[src/mi_pkg.sv]
// ----------------------------------------------------------------------------
// mi_pkg
// shared types for the modular inverse block: control and status of the
// iterative divide and coefficient accumulate unit
// ----------------------------------------------------------------------------
package mi_pkg;

    typedef struct packed {
        logic start;
    } mi_div_ctrl_t;

    typedef struct packed {
        logic busy;
        logic done;
    } mi_div_stat_t;

endpackage

[src/mi_div_unit.sv]
// ----------------------------------------------------------------------------
// mi_div_unit
// restoring divider, one quotient bit per cycle, msb first; each quotient
// bit also feeds a horner accumulator that builds quotient * multiplicand
// ----------------------------------------------------------------------------
module mi_div_unit
    import mi_pkg::*;
#(
    parameter int W = 32
)
(
    input  logic          clk,
    input  logic          rst_n,
    input  mi_div_ctrl_t  ctrl,
    input  logic [W-1:0]  dividend,
    input  logic [W-1:0]  divisor,
    input  logic [W-1:0]  mult,
    output mi_div_stat_t  stat,
    output logic [W-1:0]  remainder,
    output logic [W-1:0]  product
);

    localparam int CNT_W = $clog2(W);
    localparam logic [CNT_W-1:0] CNT_TOP = CNT_W'(W - 1);

    logic [W-1:0]     rem_reg, rem_next;
    logic [W-1:0]     dvd_reg, dvd_next;
    logic [W-1:0]     acc_reg, acc_next;
    logic [CNT_W-1:0] cnt_reg, cnt_next;
    logic             busy_reg, busy_next;
    logic             done_reg, done_next;

    logic [W:0]       rem_sh;
    logic [W:0]       rem_sub;
    logic             ge;

    always_comb
    begin
        rem_sh  = {rem_reg, dvd_reg[W-1]};
        ge      = (rem_sh >= {1'b0, divisor});
        rem_sub = rem_sh - {1'b0, divisor};

        rem_next  = rem_reg;
        dvd_next  = dvd_reg;
        acc_next  = acc_reg;
        cnt_next  = cnt_reg;
        busy_next = busy_reg;
        done_next = 1'b0;

        if (ctrl.start)
        begin
            rem_next  = '0;
            dvd_next  = dividend;
            acc_next  = '0;
            cnt_next  = CNT_TOP;
            busy_next = 1'b1;
        end
        else if (busy_reg)
        begin
            rem_next = ge ? rem_sub[W-1:0] : rem_sh[W-1:0];
            dvd_next = {dvd_reg[W-2:0], 1'b0};
            acc_next = {acc_reg[W-2:0], 1'b0} + (ge ? mult : '0);
            if (cnt_reg == '0)
            begin
                busy_next = 1'b0;
                done_next = 1'b1;
            end
            else
            begin
                cnt_next = cnt_reg - 1'b1;
            end
        end
    end

    always_ff @(posedge clk or negedge rst_n)
    begin
        if (!rst_n)
        begin
            busy_reg <= 1'b0;
            done_reg <= 1'b0;
            cnt_reg  <= '0;
        end
        else
        begin
            busy_reg <= busy_next;
            done_reg <= done_next;
            cnt_reg  <= cnt_next;
        end
    end

    always_ff @(posedge clk)
    begin
        rem_reg <= rem_next;
        dvd_reg <= dvd_next;
        acc_reg <= acc_next;
    end

    assign stat.busy = busy_reg;
    assign stat.done = done_reg;
    assign remainder = rem_reg;
    assign product   = acc_reg;

endmodule

[src/modular_inverse.sv]
// ----------------------------------------------------------------------------
// modular_inverse
// inverse of value modulo a configured modulus by the extended euclidean
// algorithm, one quotient step at a time through a shared divider
// ----------------------------------------------------------------------------
//  channel   ports                                    role
//  in        in_valid, in_ready, value                operand transaction
//  out       out_valid, out_ready, inverse            result transaction
//  cfg       modulus_wr_en, modulus_wr_data           modulus write, no wait
//
//  each euclid step runs one division on the bit-serial divider, so the
//  time an item takes grows with its number of steps. in_ready is high
//  only while no item is in work. the result waits in an output register;
//  a stalled out channel holds the next result back. reset sets the
//  modulus to 1.
// ----------------------------------------------------------------------------
module modular_inverse
    import mi_pkg::*;
#(
    parameter int OPERAND_WIDTH = 32
)
(
    input  logic                     clk,
    input  logic                     rst_n,
    input  logic                     in_valid,
    output logic                     in_ready,
    input  logic [OPERAND_WIDTH-1:0] value,
    output logic                     out_valid,
    input  logic                     out_ready,
    output logic [OPERAND_WIDTH-1:0] inverse,
    input  logic                     modulus_wr_en,
    input  logic [OPERAND_WIDTH-1:0] modulus_wr_data
);

    localparam int W = OPERAND_WIDTH;

    typedef enum logic [5:0] {
        S_IDLE   = 6'b000001,
        S_CHECK  = 6'b000010,
        S_DIV    = 6'b000100,
        S_UPDATE = 6'b001000,
        S_REDUCE = 6'b010000,
        S_FIX    = 6'b100000
    } state_t;

    state_t         state_reg, state_next;
    logic [W-1:0]   modulus_reg;
    logic [W-1:0]   r_old_reg, r_old_next;
    logic [W-1:0]   r_cur_reg, r_cur_next;
    logic [W-1:0]   m_old_reg, m_old_next;
    logic [W-1:0]   m_cur_reg, m_cur_next;
    logic           neg_reg, neg_next;
    logic [W-1:0]   red_reg, red_next;
    logic [W-1:0]   inverse_reg, inverse_next;
    logic           out_valid_reg, out_valid_next;

    mi_div_ctrl_t   div_ctrl;
    mi_div_stat_t   div_stat;
    logic [W-1:0]   div_rem;
    logic [W-1:0]   div_prod;

    mi_div_unit #(
        .W (W)
    ) u_div (
        .clk       (clk),
        .rst_n     (rst_n),
        .ctrl      (div_ctrl),
        .dividend  (r_old_reg),
        .divisor   (r_cur_reg),
        .mult      (m_cur_reg),
        .stat      (div_stat),
        .remainder (div_rem),
        .product   (div_prod)
    );

    assign in_ready = (state_reg == S_IDLE);

    always_comb
    begin
        state_next     = state_reg;
        r_old_next     = r_old_reg;
        r_cur_next     = r_cur_reg;
        m_old_next     = m_old_reg;
        m_cur_next     = m_cur_reg;
        neg_next       = neg_reg;
        red_next       = red_reg;
        inverse_next   = inverse_reg;
        out_valid_next = out_valid_reg;
        div_ctrl.start = 1'b0;

        if (out_valid_reg && out_ready)
        begin
            out_valid_next = 1'b0;
        end

        case (state_reg)
            S_IDLE:
            begin
                if (in_valid)
                begin
                    r_old_next = value;
                    r_cur_next = modulus_reg;
                    m_old_next = W'(1);
                    m_cur_next = '0;
                    neg_next   = 1'b0;
                    state_next = S_CHECK;
                end
            end
            S_CHECK:
            begin
                if (r_cur_reg == '0)
                begin
                    state_next = S_REDUCE;
                end
                else
                begin
                    div_ctrl.start = 1'b1;
                    state_next     = S_DIV;
                end
            end
            S_DIV:
            begin
                if (div_stat.done)
                begin
                    state_next = S_UPDATE;
                end
            end
            S_UPDATE:
            begin
                r_old_next = r_cur_reg;
                r_cur_next = div_rem;
                m_old_next = m_cur_reg;
                m_cur_next = m_old_reg + div_prod;
                neg_next   = !neg_reg;
                state_next = S_CHECK;
            end
            S_REDUCE:
            begin
                if (modulus_reg == '0)
                begin
                    red_next = '0;
                end
                else if (m_old_reg >= modulus_reg)
                begin
                    red_next = m_old_reg - modulus_reg;
                end
                else
                begin
                    red_next = m_old_reg;
                end
                state_next = S_FIX;
            end
            S_FIX:
            begin
                if (!out_valid_reg || out_ready)
                begin
                    if (neg_reg && (red_reg != '0))
                    begin
                        inverse_next = modulus_reg - red_reg;
                    end
                    else
                    begin
                        inverse_next = red_reg;
                    end
                    out_valid_next = 1'b1;
                    state_next     = S_IDLE;
                end
            end
            default:
            begin
                state_next = S_IDLE;
            end
        endcase
    end

    always_ff @(posedge clk or negedge rst_n)
    begin
        if (!rst_n)
        begin
            state_reg     <= S_IDLE;
            out_valid_reg <= 1'b0;
            modulus_reg   <= W'(1);
        end
        else
        begin
            state_reg     <= state_next;
            out_valid_reg <= out_valid_next;
            if (modulus_wr_en)
            begin
                modulus_reg <= modulus_wr_data;
            end
        end
    end

    always_ff @(posedge clk)
    begin
        r_old_reg   <= r_old_next;
        r_cur_reg   <= r_cur_next;
        m_old_reg   <= m_old_next;
        m_cur_reg   <= m_cur_next;
        neg_reg     <= neg_next;
        red_reg     <= red_next;
        inverse_reg <= inverse_next;
    end

    assign out_valid = out_valid_reg;
    assign inverse   = inverse_reg;

endmodule
[config.mk]
export PLATFORM = sky130hd
export DESIGN_NAME = modular_inverse
export DESIGN_NICKNAME = d
export VERILOG_FILES = /design/src/mi_pkg.sv /design/src/mi_div_unit.sv /design/src/modular_inverse.sv
export SDC_FILE = /design/constraint.sdc
export NUM_CORES = 1
export LEC_CHECK = 0
export BUFFER_PORTS_ARGS = -buffer_cell sky130_fd_sc_hd__buf_4
export CORE_ASPECT_RATIO = 0.75
export CORE_MARGIN = 3
export CORE_UTILIZATION = 30
export DETAILED_ROUTE_END_ITERATION = 7
export GPL_ROUTABILITY_DRIVEN = 0
export PLACE_DENSITY = 0.5
export SLEW_MARGIN = 10
export SYNTH_ARGS = -nofsm -noshare
export SYNTH_HDL_FRONTEND = slang
export SYNTH_SLANG_ARGS = --single-unit
[constraint.sdc]
create_clock -name clk -period 16.3 [get_ports clk]
set_input_delay 0.815 -clock clk [delete_from_list [all_inputs] [get_ports clk]]
set_output_delay 0.815 -clock clk [all_outputs]
set_load 0.02 [all_outputs]
# Word-level counts from Yosys, hierarchy flattened
# Index checks and enable logic that the tools add are counted.
classes:
  n_addsub: 6
  n_lt_le_gt_ge: 2
  reduce_logical: 15
  bitwise: 0
  n_div: 0
  n_shift: 0
  n_eq_ne: 10
  muxes: 35
  multipliers: 0
op_table:
  columns: ["operator", "n"]
  rows:
  - ["$mux 32", 10]
  - ["$pmux 32 s2", 4]
  - ["$sub 32x32->32", 3]
  - ["$add 32x32->32", 2]
  - ["$logic_not 32->1", 2]
  - ["$pmux 6 s6", 1]
  - ["$ge 33x32->1", 1]
  - ["$ge 32x32->1", 1]
  - ["$reduce_bool 32->1", 1]
  - ["$mux 5", 4]
  - ["$mux 6", 3]
  - ["$mux 1", 12]
  - ["$eq 6x1->1 const B", 1]
  - ["$eq 6x2->1 const B", 1]
  - ["$eq 6x3->1 const B", 1]
  - ["$eq 6x4->1 const B", 1]
  - ["$eq 6x5->1 const B", 1]
  - ["$eq 6x6->1 const B", 1]
  - ["$ne 2x2->1 const B", 3]
  - ["$reduce_and 2->1", 3]
  - ["$logic_not 5->1", 1]
  - ["$sub 5x1->5 const B", 1]
  - ["$reduce_bool 2->1", 2]
  - ["$reduce_and 3->1", 1]
  - ["other kinds (5)", 7]
word_totals:
  n_memories: 0
  out_inout_bits: 34
  rom_bits: 0
  latchBits: 0
  ramBits: 0
  regBits: 335
  inputBits: 69
  elab_cells: 84

# Longest topological paths before layout
# Gate-level depths: netlist of the first run.
logic_depth:
  word_depth: 5
  depth_mapped: 26
  mapped_depth_nobuf: 22

# By module
# Synthesis of the first run repeated with hierarchy kept, for this count alone.
unflattened:
  hier_cells: 2351
  area_unflattened_um2: 21866.0
by_module_without_submodules:
  columns: ["module", "n_inst", "seq_area_each_um2", "cells_per_inst", "area_per_inst_um2"]
  rows:
  - ["modular_inverse", 1, 6774.0, 1481, 14298.7]
  - ["mi_div_unit", 1, 2417.3, 870, 7567.3]

# Worst setup path after synthesis of the first run
# Ideal clock, no wire load.
synth_timing:
  path_kind: "register to register"
  from: "register r_cur_reg[12]"
  to: "register u_div.acc_reg[31] (netlist: u_div.product[31])"
  arrival_ps: 5074
  path_stages_with_launch: 26
  path_slack_ps: 11094
  n_path_buf: 3
  setup_ps: 132
  required_time_ps: 16168
  path_cell_list: "edfxtp_1 -> inv_1 -> ha_1 -> buf_6 -> a21o_1 -> o21bai_1 -> a2111o_1 -> o22ai_2 -> o211ai_2 -> a21oi_4 -> o41ai_4 -> buf_2 -> clkbuf_2 -> and2_1 -> ha_1 -> fa_1 -> a211oi_1 -> o21bai_1 -> a211oi_2 -> o31ai_2 -> a211oi_2 -> o31ai_2 -> o41ai_4 -> xor2_1 -> xnor2_1 -> a21oi_1"
synth_between:
  elab_chain_cells: 3
  word_cells_on_any_way: 6
synth_rtl:
  columns: ["element", "line_no", "rtl"]
  rows:
  - ["start: declaration", "modular_inverse.sv:49", "logic [W-1:0] r_cur_reg, r_cur_next;"]
  - ["start signal: assignment", "modular_inverse.sv:198", "r_cur_reg <= r_cur_next;"]
  - ["$ge 33x32->1 or $logic_not 32->1 (tied branches)", "mi_div_unit.sv:40, modular_inverse.sv:111", null]
  - ["$mux 32 or $mux 1 (tied branches)", "mi_div_unit.sv:62, modular_inverse.sv:111", null]
  - ["$add 32x32->32 or $mux 1 (tied branches)", "mi_div_unit.sv:62, modular_inverse.sv:96", null]
  - ["end signal: assignment", "mi_div_unit.sv:95", "acc_reg <= acc_next;"]
  - ["end: declaration", "mi_div_unit.sv:28", "logic [W-1:0] acc_reg, acc_next;"]
# Several ways; a longest one is shown, not always the timed one.
# A chain may end at the register's enable or synchronous reset.

# Final worst setup path of the first run
layout_timing:
  from: "register r_cur_reg[1]"
  to: "register u_div.acc_reg[31] (netlist: u_div.product[31])"
# Same word-level chain as after synthesis.

==> results.cfg, run 1 <==
[layout]
multiInputGateArea_um2 = 11500
area_growth_pct = 14.2
nets = 2681
stdcell_area_um2 = 24700
diodes = 0
fillCellCount = 7210
regArea_um2 = 9190
layout-drive-gt1-share_pct = 9.31
fin_util_pct = 34.9

[logic_synthesis]
ys_warn_count = 0
synth_xor_area_share_pct = 5.18
synth_top_family_by_area = compound AO/OA/AOI/OAI gates
avgSynthCellArea_um2 = 9.07
synth_largest_area_cell = edfxtp_1
seq_area_frac_synth_pct = 42.5
syn_inst = 2383
synth_cell_types = 83
ys_ff_latch = 335
syn_area_um2 = 21600
async_reset_ff_share_pct = 13.7
yosys.area_share.simple_pct = 17.3
synth_edf_count = 225
yosys-top-cells-area = edfxtp_1, ha_1, nand2_1
synth_fa_ha_area_share_pct = 9.61
synth_top_flop_cell = edfxtp_1
syn-num-nets = 2615
synthMuxAreaShare_pct = 1.76
synth_compound_area_share_pct = 19.3
synth_top_area_share_pct = 31.2

[clock_tree]
cts_inserted_buffers = 42
holdBufCountCts = 0
clk_latency_ns = 0.57
cts_resized = 0
cts_tree = done
root_buffer = clkbuf_16
htree_levels = 2
clock_sinks = 335
clock_path_buffers = 3
clk_pin_slew_worst_paths_ns = 0.06
post_cts_buffers = 0

[grt]
grt_overflow = 0
grt_pass1_wl_um = 98100
gr-usage-met1_pct = 25.4
top_usage_layer = met1
gr-usage-met3_pct = 2.42
antenna_found_initial = 0
grt_start_max_net_pins = 101
met2_usage_pct = 23.4
grt_pass1_vias = 16877
grt_util_all_layers_pct = 16.6

[routing]
drcViolationCount = 0
avgViaCountPerCell = 5.11
ant_nets = 0
dr.pass1.iters = 5
drt_iter0_drc = 1408
wire_per_inst_um = 18.6
num_vias = 17534
drt_wl_total_um = 63600

[floorplan]
start_util_pct = 30.6
rows = 84
dieArea_um2 = 75400
dieHeight_um = 238
fp.dieW_um = 316
core_um2 = 70700
boundaryPins = 103

[setup_path]
critPathMaxFanout = 18
critPathArrivalTime_ns = 6.23
startpoint_type = flip-flop
crit_path_end_kind = flip-flop
path_cells = inv_1, ha_1, nor2b_1, o31ai_1, a21oi_1, o22ai_2, o211ai_2, a21oi_4, o41ai_4, buf_4, and2_1, ha_1, fa_1, a211oi_1, o21bai_1, a211oi_2, o31ai_2, a211oi_2, o31ai_2, o41ai_4, xor2_1, xnor2_1, a21oi_1
crit_required_ns = 16.72
critPathKind = reg -> reg
slowest_delay_ns = 0.46
cpMaxStageDelayCell = edfxtp_1

[power]
power_mw = 4.95
vdd_drop_max_uv = 71.5
power.leakage_nw = 10.6
powerDensity_nw_per_um2 = 200

[run]
drv_cap = 0

[sta]
finalCriticalPeriod_ns = 5.81
period_share_pct = 35.7
tns_ns = 0
hold_viol_final = 0
worst_pin_slew_ns = 1.07
rsz0062_at_grt = no
clock_skew_ns = 0.0286
setup_viol = 0
finalWorstSetupSlack_ns = 10.49
max_freq_ghz = 0.172
max_slew_margin_pct = 28.1
slew_viol_final = 0

[min_path]
min_path_type = in -> async

[run_status]
status = completed

[placed_design]
dp_slack_ns = 10.58
port_buffers = 102
dpl_cell_area_um2 = 23300
hpwl_um = 47400
## path summary, 6_finish.rpt
path	start	to	slack [ns]	cells after the start
setup / recovery	r_cur_reg[1]$_DFFE_PP_	u_div.product[31]$_SDFFE_PP0P_	10.49	23
setup reg to reg	r_cur_reg[1]$_DFFE_PP_	u_div.product[31]$_SDFFE_PP0P_	10.49	23
min in group clk	modulus_wr_data[7]	modulus_reg[7]$_DFFE_PN0P_	0.47	3
hold / removal	rst_n	modulus_reg[10]$_DFFE_PN0P_	0.29	1
hold reg to reg	u_div.product[5]$_SDFFE_PP0P_	u_div.product[5]$_SDFFE_PP0P_	0.49	2
max in group asynchronous	rst_n	u_div.busy_reg$_DFF_PN0_	15.53	1
## critical path: cells and delay by family, from the launching register on
kind / cells / cell delay (ns)
buffers and inverters: 2 / 0.32
adder cells (fa/ha/maj): 3 / 0.97
flip-flops: 1 / 0.46
AO/OA/AOI/OAI: 14 / 3.22
XOR/XNOR: 2 / 0.33
AND/OR/NAND/NOR: 2 / 0.33
## report_power, final
group	switching [mW]	internal, mW
Sequential	0.196	1.23
Clock	0.374	0.554
Combinational	1.53	1.06
## per-stage QoR
step                      cells  hold WS [ns]
final                      3428         0.289
after global placement     3351         0.489
after floorplan            2383         0.462
after detailed placement   3351         0.483
after CTS                  3428         0.286
after global routing       3428         0.330
## layer usage
layer,vias to the layer above,routed length [um],part of all wire [%]
met5,-,0,0
met4,0,2430,3.8
met3,93,3650,5.7
met2,480,25400,40
met1,8303,32200,51
li1,8658,-,-
## area by class of cell
type,instances,area share (%)
Clock inverter,26,0.917
Sequential cell,335,37.2
Multi-Input combinational cell,1804,46.7
Inverter,150,2.28
Tap cell,946,4.79
Timing Repair Buffer,116,3.53
Clock buffer,51,4.56
## synthesized netlist by cell type (all sizes together), types with 15 or more instances
cell and instances:
nand3 37, a21o 80, a31oi 16, nand2 382, ha 158, nand2b 31, buf 15, a21oi 181
dfxtp 64, and2 70, clkbuf 79, o21ai 237, mux2i 38, xnor2 75, edfxtp 225, nor3 25
xor2 53, nor2 134, a211oi 27, o21bai 24, inv 150, nand4 25, o21a 15, nor4 32
dfrtp 44
## layout by cell type, fill, tap and decap left out, types with 53 or more instances in the layout
cell type  count
buf_4        116
xor2_1        53
edfxtp_1     225
ha_1         158
inv_1        149
xnor2_1       75
a21o_1        80
nand2_1      381
o21ai_0      222
a21oi_1      180
dfxtp_1       64
nor2_1       132
and2_1        70
## logic make-up after synthesis
logic type / count (synthesis)
AOI/OAI and AO/OA: 667
xor gates and xnor gates: 128
adders and majority gates: 163
buffers and inverters: 244
DFF: 335
muxes: 38
and+or+nand+nor: 808
No activity file was read; power rests on OpenSTA's default activity.
==> inputs of run 2 (changes only) <==
- ABC_AREA: unset -> 1
- PLACE_DENSITY: 0.5 -> 0.51
- clock period: 16.3 -> 4.7 ns (I/O delays scaled with it)
==> run 2 against run 1 <==
Non-clock buffer count grew 71. Die area grew 7.8%. Highest routed layer unchanged. Critical path type unchanged. Largest power group unchanged. Power grew to 4.4 times the previous value. Sequential power grew to 3.8 times the previous value. Flip-flop and latch count is the same.
==> results.cfg, run 2 <==
[run_status]
status = completed

[clock_tree]
holdBufCountCts = 62
root_buffer = clkbuf_16
clock_sinks = 335
clock_path_buffers = 3
clk_pin_slew_worst_paths_ns = 0.06
post_cts_buffers = 0
cts_resized = 0
cts_inserted_buffers = 40
cts_tree = done
clk_latency_ns = 0.60
htree_levels = 2

[layout]
nets = 3526
final_common_cell = nand2_1
fillCellCount = 8060
area_growth_pct = 16.8
layout-drive-gt1-share_pct = 7.43
layout_common_cells = nand2_1, inv_1, nor2_1
diodes = 0
fin_util_pct = 35.8

[setup_path]
critPathArrivalTime_ns = 4.64
startpoint_type = flip-flop
slowest_delay_ns = 0.42
crit_required_ns = 5.18
critPathKind = reg -> reg
crit_path_end_kind = flip-flop
crit_path_frequent_cell = nand2_1
cpMaxStageDelayCell = fa_1
r2r_slack_ns = 0.54
path_cells = inv_1, ha_1, a21oi_1, nand2_1, nand2_1, nand2_1, nand2_1, nand2_1, nor2_2, nand2_4, inv_2, nor2_1, ha_1, fa_1, a21oi_1, o21ai_2, a21boi_0, o21ai_1, or2_2, a22oi_1, inv_1
critPathTopFamily = compound AO/OA/AOI/OAI gates
worst-path-buf-inv = 3
critPathMaxFanout = 5

[sta]
setup_viol = 0
rsz0062_at_grt = no
finalCriticalPeriod_ns = 4.16
period_share_pct = 88.6
worst_pin_slew_ns = 1.12
max_freq_ghz = 0.240
clock_skew_ns = 0.0709
tns_ns = 0
whs_ns = 0.0382
max_slew_margin_pct = 24.9
hold_viol_final = 0
slew_viol_final = 0

[routing]
drt_wl_total_um = 78700
wire_per_inst_um = 18.1
num_vias = 21587
ant_nets = 0
dr.pass1.iters = 8
avgViaCountPerCell = 4.96
drt_iter0_drc = 1785
drcViolationCount = 0

[power]
vdd_drop_max_uv = 368
power.leakage_nw = 12.3
powerDensity_nw_per_um2 = 794

[logic_synthesis]
avgSynthCellArea_um2 = 7.44
synth_top_flop_cell = edfxtp_1
syn_inst = 3136
async_reset_ff_share_pct = 13.7
ys_ff_latch = 335
yosys-top-cells-area = edfxtp_1, nand2_1, ha_1
ys_warn_count = 0
syn_area_um2 = 23300
seq_area_frac_synth_pct = 39.4
yosysMostFrequentCell = nand2_1
synth_largest_area_cell = edfxtp_1
synth_edf_count = 225
syn-num-nets = 3368
synth_cell_types = 60
synth_top_area_share_pct = 28.9
yosys-top-cells-count = nand2_1, inv_1, nor2_1, o21ai_0, a21oi_1

[grt]
grt_pass1_wl_um = 121000
antenna_found_initial = 0
grt_util_all_layers_pct = 19.1
grt_start_max_net_pins = 79
grt_pass1_vias = 20240
grt_overflow = 0

[floorplan]
boundaryPins = 103
core_um2 = 76100
dieArea_um2 = 81200
start_util_pct = 30.7
rows = 87
fp.dieW_um = 328
dieHeight_um = 248

[placed_design]
port_buffers = 102
hpwl_um = 62400

[min_path]
min_path_type = in -> reg

[run]
drv_cap = 0
==> run 2: layout make-up <==
type / instances / area (um^2) / share of cell area (%)
Tap cell: 1023 / 1280 / 4.69
Clock inverter: 16 / 213 / 0.780
Multi-Input combinational cell: 2288 / 12200 / 44.6
Timing Repair Buffer: 187 / 1600 / 5.85
Sequential cell: 335 / 9190 / 33.7
Clock buffer: 58 / 1180 / 4.33
Inverter: 442 / 1660 / 6.08
==> run 2: power by group <==
group / switching [mW] / total [mW] / internal [mW] / leakage (nW)
Clock: 1.37 / 3.22 / 1.84 / 0.660
Combinational: 8.68 / 12.9 / 4.26 / 8.36
Sequential: 0.823 / 5.49 / 4.67 / 3.26
==> run 2: worst reg2reg max path, delay by kind of cell (launching register included) <==
family	cells	cell delay (ns)
AOI/OAI and AO/OA	6	1.39
adders and majority gates	3	0.93
buffers and inverters	3	0.32
DFF	1	0.36
and+or+nand+nor	9	1.02
==> run 2: final timing paths <==
check / to / cells after the start / start
worst max-delay path: u_div.product[15]$_SDFFE_PP0P_ / 21 / r_cur_reg[20]$_DFFE_PP_
worst min-delay path: r_old_reg[7]$_DFFE_PP_ / 3 / value[7]
worst max register to register: u_div.product[15]$_SDFFE_PP0P_ / 21 / r_cur_reg[20]$_DFFE_PP_
worst min register to register: u_div.dvd_reg[27]$_DFFE_PP_ / 2 / r_old_reg[27]$_DFFE_PP_
max in group asynchronous: modulus_reg[19]$_DFFE_PN0P_ / 2 / rst_n
min in group asynchronous: u_div.cnt_reg[4]$_DFFE_PN0P_ / 2 / rst_n
==> run 2: metrics by stage <==
stage | instance area, um^2 | cells | power (mW) | setup WS (ns)
6_report | 27300 | 4349 | 21.7 | 0.537
3_5_place_dp | 25300 | 4213 | 18.2 | 0.576
3_3_place_gp | 25300 | 4213 | 18.2 | 0.552
5_1_grt | 27300 | 4349 | 23.6 | 0.182
2_1_floorplan | 23400 | 3136 | 14.6 | 0.304
4_1_cts | 27300 | 4349 | 21.5 | 0.537
==> run 2: metal layers <==
metal  vias up  part of all wire (%)  global-route usage, %
met5         -                     0                      0
met4         0                   1.7                   3.50
met3        81                   6.0                   2.54
met2       612                    39                   27.3
met1     10084                    53                   30.4
li1      10810                     -                      -
==> run 2: kinds of logic (layout without fill, tap and decap cells) <==
kind of cell	after synthesis	after routing	share of synthesized area (%)
and+or+nand+nor	1351	1351	24.0
AOI/OAI and AO/OA	710	710	16.7
buffers and inverters	513	703	8.64
DFF	335	335	39.4
adders and majority gates	163	163	8.90
xor gates and xnor gates	64	64	2.40
